File: src/hw/rtl/fwr_pkg.sv
package fwr_pkg;

  typedef enum logic [1:0] {
    OP_PUSH   = 2'd0,
    OP_POP    = 2'd1,
    OP_REMOVE = 2'd2,
    OP_CLEAR  = 2'd3
  } op_e;

  typedef enum logic [1:0] {
    ST_DONE    = 2'd0,
    ST_FULL    = 2'd1,
    ST_EMPTY   = 2'd2,
    ST_NOMATCH = 2'd3
  } status_e;

  typedef enum logic [2:0] {
    S_IDLE,
    S_SRCH_RD,
    S_SRCH_CMP,
    S_SHIFT_RD,
    S_SHIFT_WR,
    S_FIN,
    S_FRONT
  } state_e;

  typedef struct packed {
    op_e         op;
    logic [31:0] value;
  } req_t;

  typedef struct packed {
    status_e     status;
    logic [31:0] popped_value;
    logic [31:0] front_value;
    logic [4:0]  entry_count;
  } rsp_t;

endpackage

File: src/hw/rtl/fwr_mem.sv
module fwr_mem #(
  parameter int unsigned WIDTH = 32,
  parameter int unsigned DEPTH = 16
) (
  input  logic                     clk_i,
  input  logic                     we_i,
  input  logic [$clog2(DEPTH)-1:0] waddr_i,
  input  logic [WIDTH-1:0]         wdata_i,
  input  logic                     re_i,
  input  logic [$clog2(DEPTH)-1:0] raddr_i,
  output logic [WIDTH-1:0]         rdata_o
);

  logic [WIDTH-1:0] mem_q [DEPTH];
  logic [WIDTH-1:0] rdata_q;

  always_ff @(posedge clk_i) begin
    if (we_i) begin
      mem_q[waddr_i] <= wdata_i;
    end
  end

  always_ff @(posedge clk_i) begin
    if (re_i) begin
      rdata_q <= mem_q[raddr_i];
    end
  end

  assign rdata_o = rdata_q;

endmodule

File: src/hw/rtl/fifo_with_remove_by_value_top.sv
// Channel   Ports                      Direction  Transaction
// request   start, busy, req_i         in         start high while busy low
// result    rsp_valid_o, rsp_o         out        rsp_valid_o high for one cycle
//
// Push and clear keep busy low: the result appears in the next cycle.
// Pop on a non-empty queue makes one memory read to fetch the new head.
// Remove reads and compares each entry from the head (address, then registered data); on a match
// it shifts each later entry one place toward the head, then rereads the head if entries remain.
// Reset empties the queue at once; the entry memory is not cleared.
// The receiver cannot stall results.
module fifo_with_remove_by_value_top
  import fwr_pkg::*;
#(
  parameter int unsigned ELEMENT_BITS = 32,
  parameter int unsigned QUEUE_DEPTH  = 16
) (
  input  logic clk_i,
  input  logic rst_ni,
  input  logic start,
  output logic busy,
  input  req_t req_i,
  output logic rsp_valid_o,
  output rsp_t rsp_o
);

  localparam int unsigned AW = $clog2(QUEUE_DEPTH);
  localparam int unsigned CW = $clog2(QUEUE_DEPTH + 1);

  // Ring index: base plus offset, wrapped at the queue depth.
  function automatic logic [AW-1:0] wrap_add(logic [AW-1:0] base, logic [CW-1:0] off);
    logic [AW+1:0] sum;
    sum = (AW+2)'(base) + (AW+2)'(off);
    if (sum >= (AW+2)'(QUEUE_DEPTH)) begin
      sum = sum - (AW+2)'(QUEUE_DEPTH);
    end
    return sum[AW-1:0];
  endfunction

  state_e                  state_q, state_d;
  logic [AW-1:0]           head_q, head_d;
  logic [CW-1:0]           cnt_q, cnt_d;
  logic [AW-1:0]           idx_q, idx_d;
  logic [ELEMENT_BITS-1:0] front_q, front_d;
  logic [ELEMENT_BITS-1:0] val_q, val_d;
  status_e                 status_q, status_d;
  logic [31:0]             popped_q, popped_d;
  logic                    rsp_valid_q, rsp_valid_d;

  logic                    mem_we, mem_re;
  logic [AW-1:0]           mem_waddr, mem_raddr;
  logic [ELEMENT_BITS-1:0] mem_wdata, mem_rdata;
  logic [ELEMENT_BITS-1:0] req_val;
  logic [CW-1:0]           idx_ext, idx_nxt, cnt_last;

  assign req_val  = ELEMENT_BITS'(req_i.value);
  assign idx_ext  = CW'(idx_q);
  assign idx_nxt  = idx_ext + CW'(1);
  assign cnt_last = cnt_q - CW'(1);

  fwr_mem #(
    .WIDTH(ELEMENT_BITS),
    .DEPTH(QUEUE_DEPTH)
  ) u_mem (
    .clk_i  (clk_i),
    .we_i   (mem_we),
    .waddr_i(mem_waddr),
    .wdata_i(mem_wdata),
    .re_i   (mem_re),
    .raddr_i(mem_raddr),
    .rdata_o(mem_rdata)
  );

  always_ff @(posedge clk_i or negedge rst_ni) begin
    if (!rst_ni) begin
      state_q     <= S_IDLE;
      head_q      <= '0;
      cnt_q       <= '0;
      rsp_valid_q <= 1'b0;
    end else begin
      state_q     <= state_d;
      head_q      <= head_d;
      cnt_q       <= cnt_d;
      rsp_valid_q <= rsp_valid_d;
    end
  end

  always_ff @(posedge clk_i) begin
    idx_q    <= idx_d;
    front_q  <= front_d;
    val_q    <= val_d;
    status_q <= status_d;
    popped_q <= popped_d;
  end

  always_comb begin
    state_d     = state_q;
    head_d      = head_q;
    cnt_d       = cnt_q;
    idx_d       = idx_q;
    front_d     = front_q;
    val_d       = val_q;
    status_d    = status_q;
    popped_d    = popped_q;
    rsp_valid_d = 1'b0;
    mem_we      = 1'b0;
    mem_waddr   = wrap_add(head_q, idx_ext);
    mem_wdata   = mem_rdata;
    mem_re      = 1'b0;
    mem_raddr   = head_q;

    unique case (state_q)
      S_IDLE: begin
        if (start) begin
          val_d    = req_val;
          popped_d = '0;
          status_d = ST_DONE;
          unique case (req_i.op)
            OP_PUSH: begin
              rsp_valid_d = 1'b1;
              if (cnt_q == CW'(QUEUE_DEPTH)) begin
                status_d = ST_FULL;
              end else begin
                mem_we    = 1'b1;
                mem_waddr = wrap_add(head_q, cnt_q);
                mem_wdata = req_val;
                if (cnt_q == '0) begin
                  front_d = req_val;
                end
                cnt_d = cnt_q + CW'(1);
              end
            end
            OP_POP: begin
              if (cnt_q == '0) begin
                status_d    = ST_EMPTY;
                rsp_valid_d = 1'b1;
              end else begin
                popped_d  = 32'(front_q);
                head_d    = wrap_add(head_q, CW'(1));
                cnt_d     = cnt_last;
                mem_re    = 1'b1;
                mem_raddr = wrap_add(head_q, CW'(1));
                state_d   = S_FRONT;
              end
            end
            OP_REMOVE: begin
              if (cnt_q == '0) begin
                status_d    = ST_NOMATCH;
                rsp_valid_d = 1'b1;
              end else begin
                idx_d   = '0;
                state_d = S_SRCH_RD;
              end
            end
            OP_CLEAR: begin
              cnt_d       = '0;
              rsp_valid_d = 1'b1;
            end
            default: ;
          endcase
        end
      end
      S_SRCH_RD: begin
        mem_re    = 1'b1;
        mem_raddr = wrap_add(head_q, idx_ext);
        state_d   = S_SRCH_CMP;
      end
      S_SRCH_CMP: begin
        if (mem_rdata == val_q) begin
          if (idx_ext == cnt_last) begin
            cnt_d   = cnt_last;
            state_d = S_FIN;
          end else begin
            state_d = S_SHIFT_RD;
          end
        end else if (idx_ext == cnt_last) begin
          status_d    = ST_NOMATCH;
          rsp_valid_d = 1'b1;
          state_d     = S_IDLE;
        end else begin
          idx_d   = idx_q + AW'(1);
          state_d = S_SRCH_RD;
        end
      end
      S_SHIFT_RD: begin
        mem_re    = 1'b1;
        mem_raddr = wrap_add(head_q, idx_nxt);
        state_d   = S_SHIFT_WR;
      end
      S_SHIFT_WR: begin
        // Move the entry behind the gap one place toward the head.
        mem_we    = 1'b1;
        mem_waddr = wrap_add(head_q, idx_ext);
        mem_wdata = mem_rdata;
        if (idx_nxt == cnt_last) begin
          cnt_d   = cnt_last;
          state_d = S_FIN;
        end else begin
          idx_d   = idx_q + AW'(1);
          state_d = S_SHIFT_RD;
        end
      end
      S_FIN: begin
        if (cnt_q == '0) begin
          rsp_valid_d = 1'b1;
          state_d     = S_IDLE;
        end else begin
          mem_re    = 1'b1;
          mem_raddr = head_q;
          state_d   = S_FRONT;
        end
      end
      S_FRONT: begin
        front_d     = mem_rdata;
        status_d    = ST_DONE;
        rsp_valid_d = 1'b1;
        state_d     = S_IDLE;
      end
      default: state_d = S_IDLE;
    endcase
  end

  assign busy        = (state_q != S_IDLE);
  assign rsp_valid_o = rsp_valid_q;

  always_comb begin
    rsp_o.status       = status_q;
    rsp_o.popped_value = popped_q;
    rsp_o.front_value  = (cnt_q != '0) ? 32'(front_q) : 32'd0;
    rsp_o.entry_count  = 5'(cnt_q);
  end

  a_cnt_bound : assert property (@(posedge clk_i) disable iff (!rst_ni)
    cnt_q <= CW'(QUEUE_DEPTH))
    else $error("entry count above queue depth");

  a_push_one_cycle : assert property (@(posedge clk_i) disable iff (!rst_ni)
    (start && !busy && (req_i.op == OP_PUSH || req_i.op == OP_CLEAR)) |=> rsp_valid_o)
    else $error("push or clear did not finish in one cycle");

  a_empty_status : assert property (@(posedge clk_i) disable iff (!rst_ni)
    (rsp_valid_o && rsp_o.status == ST_EMPTY) |-> (cnt_q == '0))
    else $error("empty status reported with entries held");

  a_mem_port : assert property (@(posedge clk_i) disable iff (!rst_ni)
    !(mem_we && mem_re))
    else $error("memory read and write in the same cycle");

endmodule
File: config.mk
export PLATFORM = sky130hd
export DESIGN_NAME = fifo_with_remove_by_value_top
export DESIGN_NICKNAME = d
export VERILOG_FILES = /design/src/hw/rtl/fwr_pkg.sv /design/src/hw/rtl/fwr_mem.sv /design/src/hw/rtl/fifo_with_remove_by_value_top.sv
export SDC_FILE = /design/constraint.sdc
export NUM_CORES = 1
export LEC_CHECK = 0
export BUFFER_PORTS_ARGS = -buffer_cell sky130_fd_sc_hd__clkbuf_2
export CAP_MARGIN = 5
export CORE_MARGIN = 4
export CORE_UTILIZATION = 56
export DETAILED_ROUTE_END_ITERATION = 10
export HOLD_SLACK_MARGIN = 0.05
export MAX_ROUTING_LAYER = met4
export PLACE_DENSITY = 0.76
export SLEW_MARGIN = 20
export SYNTH_ARGS = -nofsm -noshare
export SYNTH_HDL_FRONTEND = slang
export SYNTH_SLANG_ARGS = --single-unit
File: constraint.sdc
create_clock -name clk_i -period 4.5 [get_ports clk_i]
set_input_delay 0.225 -clock clk_i [delete_from_list [all_inputs] [get_ports clk_i]]
set_output_delay 0.225 -clock clk_i [all_outputs]
set_load 0.05 [all_outputs]
Word-level counts from Yosys, hierarchy flattened
Memory sizes are Yosys's and may differ from the RTL's. A register that Yosys moved wholly into a read port is not among the register bits.
Index checks and enable logic that the tools add are counted.
{ "totals": {"reg_bits": 115, "latch_bits": 0, "ram_bits": 512, "romBits": 0, "output_inout_bits": 73, "word_cells": 146, "n_memories": 1} }
{ "op_classes": {"add_sub_neg": 12, "mul": 0, "n_div": 0, "magnitude_cmp": 4, "n_eq_ne": 30, "shift": 0, "n_mux": 71, "bitwise_logic": 1, "n_reduce_logical": 18} }
{ "memory_table": {"columns": ["name", "words", "width", "rd", "rd_ports_with_merged_regs", "write_ports", "line_no", "source"], "rows": [
  ["u_mem.mem_q", 16, 32, 1, 1, 1, "fwr_mem.sv:14", "logic [WIDTH-1:0] mem_q [DEPTH];"]
]} }
{ "ops": {"columns": ["op", "n"], "rows": [
  ["32-bit two-way mux", 9],
  ["4-bit two-way mux", 17],
  ["32-bit one-hot mux with 2 select lines", 1],
  ["32-bit equality test", 1],
  ["5-bit two-way mux", 6],
  ["5-bit one-hot mux with 3 select lines", 2],
  ["4-bit one-hot mux with 3 select lines", 2],
  ["3-bit two-way mux", 7],
  ["2-bit != test (second input constant)", 10],
  ["3-bit one-hot mux with 6 select lines", 1],
  ["4-bit by 1-bit subtractor with 4-bit output (second input constant)", 4],
  ["1-bit two-way mux", 14],
  ["4-bit by 5-bit adder with 6-bit output", 2],
  ["6-bit by 5-bit greater-or-equal comparator with 1-bit output (second input constant)", 2],
  ["2-bit one-hot mux with 3 select lines", 2],
  ["4-bit by 1-bit adder with 5-bit output (second input constant)", 2],
  ["5-bit greater-or-equal comparator (second input constant)", 2],
  ["2-bit two-way mux", 5],
  ["3-bit equality test (second input constant)", 3],
  ["3-bit != test (second input constant)", 3],
  ["3-bit nonzero test", 3],
  ["4-bit AND reduction", 2],
  ["8-bit AND reduction", 1],
  ["2-bit OR reduction", 4],
  ["other kinds (27)", 31]
]} }

Depth between registers and ports, before layout
{ "logic_depth": {"depth_word": 7, "depth_mapped": 15} }

Cells and area by module
From an unflattened synthesis, not the netlist that was laid out.
{ "unflattened": {"cells_unflattened": 1374, "hier_area_um2": 26643.1} }
{ "by_module_without_submodules": {"columns": ["mod", "instances", "cells_per_inst", "area_per_inst_um2"], "rows": [
  ["fwr_mem", 1, 838, 20155.6],
  ["fifo_with_remove_by_value_top", 1, 536, 6487.5]
]} }

Worst setup path after synthesis
Ideal clock, no wire load.
{ "synth_path": {"kind": "register -> register", "from": "reg cnt_q[0]", "to": "mem u_mem.mem_q[0][0] (enable)", "arrival_time_ps": 4734, "required_time_ps": 4039, "path_slack_ps": -695, "path_stages_with_launch": 12, "period_less_slack_ps": 5195, "path_cell_list": "dfrtp_1 -> clkbuf_1 -> inv_1 -> ha_1 -> buf_2 -> nor3b_2 -> nand2_1 -> nand4_1 -> clkbuf_1 -> mux2i_1 -> nand3_1 -> nor3_1"} }
{ "synth_between": {"elab_chain_len": 7, "elab_cells_between_ends": 15, "classes_between": "add/sub: 2; order compare: 1; eq/ne: 1; mux: 11"} }
{ "synth_rtl": {"columns": ["item", "line_no", "source"], "rows": [
  ["start, declared", "fifo_with_remove_by_value_top.sv:41", "logic [CW-1:0] cnt_q, cnt_d;"],
  ["start signal, assigned", "fifo_with_remove_by_value_top.sv:82", "cnt_q <= cnt_d;"],
  ["4-bit by 5-bit adder with 6-bit output / 5-bit equality test (equally long branches)", "fifo_with_remove_by_value_top.sv:32, fifo_with_remove_by_value_top.sv:120", null],
  ["6-bit by 5-bit greater-or-equal comparator with 1-bit output, or another cell as far along", "fifo_with_remove_by_value_top.sv:33", "if (sum >= (AW+2)'(QUEUE_DEPTH)) begin"],
  ["4-bit two-way mux / 1-bit two-way mux (equally long branches)", "fifo_with_remove_by_value_top.sv:33, fifo_with_remove_by_value_top.sv:117", null],
  ["4-bit two-way mux / 1-bit two-way mux (equally long branches)", "fifo_with_remove_by_value_top.sv:120, fifo_with_remove_by_value_top.sv:113", null],
  ["4-bit two-way mux / 1-bit one-hot mux with 2 select lines (equally long branches)", "fifo_with_remove_by_value_top.sv:117, fifo_with_remove_by_value_top.sv:111", null],
  ["4-bit two-way mux / 1-bit two-way mux (equally long branches)", "fifo_with_remove_by_value_top.sv:113, fwr_mem.sv:18", null],
  ["4-bit two-way mux / 1-bit two-way mux (equally long branches)", null, null],
  ["end, declared", "fwr_mem.sv:14", null]
]} }
Several ways; a longest one is shown, not always the timed one.

Final worst setup path
{ "layout_path": {"from": "reg idx_q[1]", "to": "reg u_mem.rdata_q[21], in the netlist u_mem.rdata_o[21], read port of u_mem.mem_q (data pin)"} }
{ "layout_between": {"elab_chain_len": 5, "elab_cells_between_ends": 10, "classes_between": "add/sub: 5; order compare: 2; mux: 3"} }
{ "layout_rtl": {"columns": ["item", "line_no", "source"], "rows": [
  ["start, declared", "fifo_with_remove_by_value_top.sv:42", "logic [AW-1:0] idx_q, idx_d;"],
  ["start signal, assigned", "fifo_with_remove_by_value_top.sv:88", "idx_q <= idx_d;"],
  ["4-bit by 1-bit adder with 5-bit output *", "fifo_with_remove_by_value_top.sv:57", "assign idx_nxt = idx_ext + CW'(1);"],
  ["net idx_nxt[2]", "fifo_with_remove_by_value_top.sv:53", "logic [CW-1:0] idx_ext, idx_nxt, cnt_last;"],
  ["4-bit by 5-bit adder with 6-bit output *", "fifo_with_remove_by_value_top.sv:32", "sum = (AW+2)'(base) + (AW+2)'(off);"],
  ["6-bit by 5-bit greater-or-equal comparator with 1-bit output / 4-bit by 1-bit subtractor with 4-bit output (equally long branches)", "fifo_with_remove_by_value_top.sv:33, fifo_with_remove_by_value_top.sv:34", null],
  ["4-bit two-way mux *", "fifo_with_remove_by_value_top.sv:33", null],
  ["4-bit one-hot mux with 3 select lines *", "fifo_with_remove_by_value_top.sv:111", "unique case (state_q)"],
  ["end, declared", "fwr_mem.sv:15", "logic [WIDTH-1:0] rdata_q;"]
]} }
The timed path passes the listed nets; every way through them passes the cells marked *.
A chain may end at the register's enable or synchronous reset.

==> run summary <==
Outcome: finished clean
Most Frequent Cell on Critical Path: ha_1
Antenna violations before repair: 1
Peak Freq: 239 MHz
Die Footprint: 0.0540 mm2
Slowest-stage cell, CP: nor2_4
Main synth FF type: edfxtp_1
Largest net degree at the start of global routing: 99
Routability congestion estimate: 0.895
Placed Cells incl. Taps: 2663
Worst hold slack: 0.119 ns
Grt total ovfl: 0
DRC: 0
Final setup vio count: 0
First-pass GRT wire length: 110 mm
Share of layout cells above drive strength 1: 17.1%
Layout area overhead: 13.5%
# resized after CTS: 0
Synth Warn #: 0
DRT antenna net count: 0
CP Depth: 12
Final #Nets: 2154
Root buf cell: clkbuf_16
Critical Path Max Stage Delay: 0.58 ns
Number of synthesized flops with an enable pin: 646
Worst-Margin Slew: 1.18 ns
Ant diodes: 0
Via count: 18600
Setup crit end kind: flip-flop
Drt first pass iters: 8
Post-Synthesis Cells: 1990
Starting Density: 57.2%
Final Hold Vio Count: 0
Synthesized area per cell: 14.2 um2
Largest area contributor in the netlist: edfxtp_1
CP Max Fanout: 98
Routed WL: 73.1 mm
Worst Skew: 0.0144 ns
Die Y: 232 um
Synth cell types: 65
Setup crit start kind: flip-flop
Post-synthesis sequential area ratio: 69.9%
Clock Latency Late Sink: 0.64 ns
Filler cells: 3353
WP data required: 4.85 ns
Relative slew slack: 21.4%
Die X-Extent: 232 um
HP Class: primary input to flip-flop
Worst path top cell family by delay: simple AND/OR/NAND/NOR gates
Unrepaired setup endpoints after global routing: false
Max_cap viols: 0
Crit share post-route: 92.9%
Row count: 81
FF+latch count, synth: 659
Num CTS Buffers: 61
Synth Cell Area: 0.0282 mm2
Critical path, cell by cell: ha_1 > xnor2_1 > inv_1 > ha_1 > xor2_1 > a21oi_1 > nor2_4 > or2_4 > buf_12 > o211ai_1 > a32oi_1 > o221ai_1
Initial DRC count: 2452
Pins over their slew limit: 0
H-tree depth: 2
# IOs: 110
Core footprint: 0.0494 mm2
DP Wirelength: 40.7 mm
Reg2reg path depth: 12
GRT Overall Usage: 27.3%
Top cell type's share of synthesized area: 68.8%
Vias in the first global route: 17900
Synth Net Count: 2047
Crit Path Category: flip-flop to flip-flop
Number of port buffers: 109
CTS tree: yes
Main area contributors after synthesis: edfxtp_1 (69%), nand2_1 (2.8%), mux2_2 (2.7%), a32o_1 (2.3%), a32oi_1 (2.0%)
Post-Layout Cell Count: 2808
Data arrival, critical path: 4.53 ns
Clk sink count: 659
Average wire per cell in the routed design: 26.0 um
CTS clk-pin slew, worst paths: 0.07 ns
Area used by multi-input combinational logic: 0.00783 mm2
Hold depth: 3
Vias/cell: 6.62
Async SR Flop Fraction: 1.97%
Max clock buf depth: 3
Register area: 0.0197 mm2
Crit path buffers/inverters: 2
Min Tclk post-route: 4.18 ns
-- synth_stat cells, drive strengths merged (36+ instances only) --
library cell / count
nand4: 39
clkbuf: 110
a21oi: 89
and3: 67
edfxtp: 646
o21ai: 110
nand2: 213
a211oi: 36
xor2: 42
inv: 46
a32o: 65
a32oi: 64
mux2: 67
buf: 52
-- per-stage QoR --
stage	TNS, ns	worst slack, ns	instance area [um2]	utilization, %
2_1_floorplan	-132.59	-0.695	28300	-
3_3_place_gp	0	0.327	29700	60.1
3_5_place_dp	0	0.245	29700	60.1
4_1_cts	0	0.198	32000	64.8
5_1_grt	0	0.0615	32000	64.8
6_report	0	0.321	32000	64.8
-- sequential cells by signal, summed over array words and instances (netlist names) --
name	cells
front_q	32
status_q	2
u_mem.mem_q	512
popped_q	32
idx_q	4
head_q	4
cnt_q	5
val_q	32
rsp_valid_o	1
u_mem.rdata_o	32
state_q	3
-- cell families (layout without fill, tap and decap cells) --
family | after synthesis | after routing | share of synthesized area [%]
AOI/OAI and AO/OA | 528 | 528 | 13.5
DFF | 659 | 659 | 69.9
and+or+nand+nor | 451 | 452 | 7.91
xor gates and xnor gates | 56 | 56 | 1.84
muxes | 68 | 68 | 2.71
adders and majority gates | 20 | 20 | 0.967
buffers and inverters | 208 | 361 | 3.16
-- cell usage in the layout (no fill, tap or decap), types with 9 or more instances in the layout --
master         instances
a21oi_1               87
and3_1                66
edfxtp_1             646
nand2_1              211
o21ai_0              107
nor3_4                11
dfrtp_1               13
a211oi_1              35
nand4_1               38
clkbuf_1              10
clkinv_2              13
a211o_1               34
o21a_1                33
xor2_1                42
nor4_1                 9
mux2_2                67
dlygate4sd3_1         34
o211ai_1              33
ha_1                  17
nand3_1               14
nor2_1                24
xnor2_1               12
o221ai_1              32
a32oi_1               64
buf_4                 53
buf_12                 9
clkinv_1              12
clkbuf_2             109
clkbuf_16             62
nor3_1                 9
a32o_1                65
inv_1                 46
and2_1                34
-- cell type report --
cell class | count | share of cell area, %
well taps | 664 | 2.60
clock inverters | 38 | 1.22
flip-flops and latches | 659 | 61.6
repair buffers | 205 | 4.57
clock buffers | 72 | 4.97
inverters | 46 | 0.540
multi-input cells | 1124 | 24.5
-- routing by layer --
layer | track usage, % | wire [um] | up-vias
met5 | - | 0 | -
met1 | 37.3 | 28400 | 9146
met4 | 9.23 | 2570 | 0
met3 | 4.87 | 8020 | 203
met2 | 42.2 | 34200 | 1226
li1 | - | - | 8007
-- worst reg2reg max path, cell delays in order, from the launching register on --
cell and delay [ns]:
edfxtp_1 0.50, ha_1 0.29, xnor2_1 0.21, inv_1 0.07
ha_1 0.31, xor2_1 0.23, a21oi_1 0.25, nor2_4 0.58
or2_4 0.41, buf_12 0.39, o211ai_1 0.26, a32oi_1 0.24
o221ai_1 0.14
-- what timing repair did --
action                                  4_1_cts  5_1_grt
hold buffers                                 34        0
buffers inserted                              0        0
endpoints found under the setup margin        0        5
endpoints found under the hold margin        75        0
-- worst paths after layout --
path	from	end	slack [ns]
setup / recovery	idx_q[1]	u_mem.rdata_o[21]	0.32
hold / removal	start	head_q[0]	0.12
setup reg to reg	idx_q[1]	u_mem.rdata_o[21]	0.32
hold reg to reg	front_q[9]	popped_q[9]	0.57
max in group asynchronous	rst_ni	rsp_valid_o	3.29
min in group asynchronous	rst_ni	head_q[3]	0.75
Power is not shown: default switching activity piles up to over one toggle a cycle in this logic, so the estimate is an artifact.
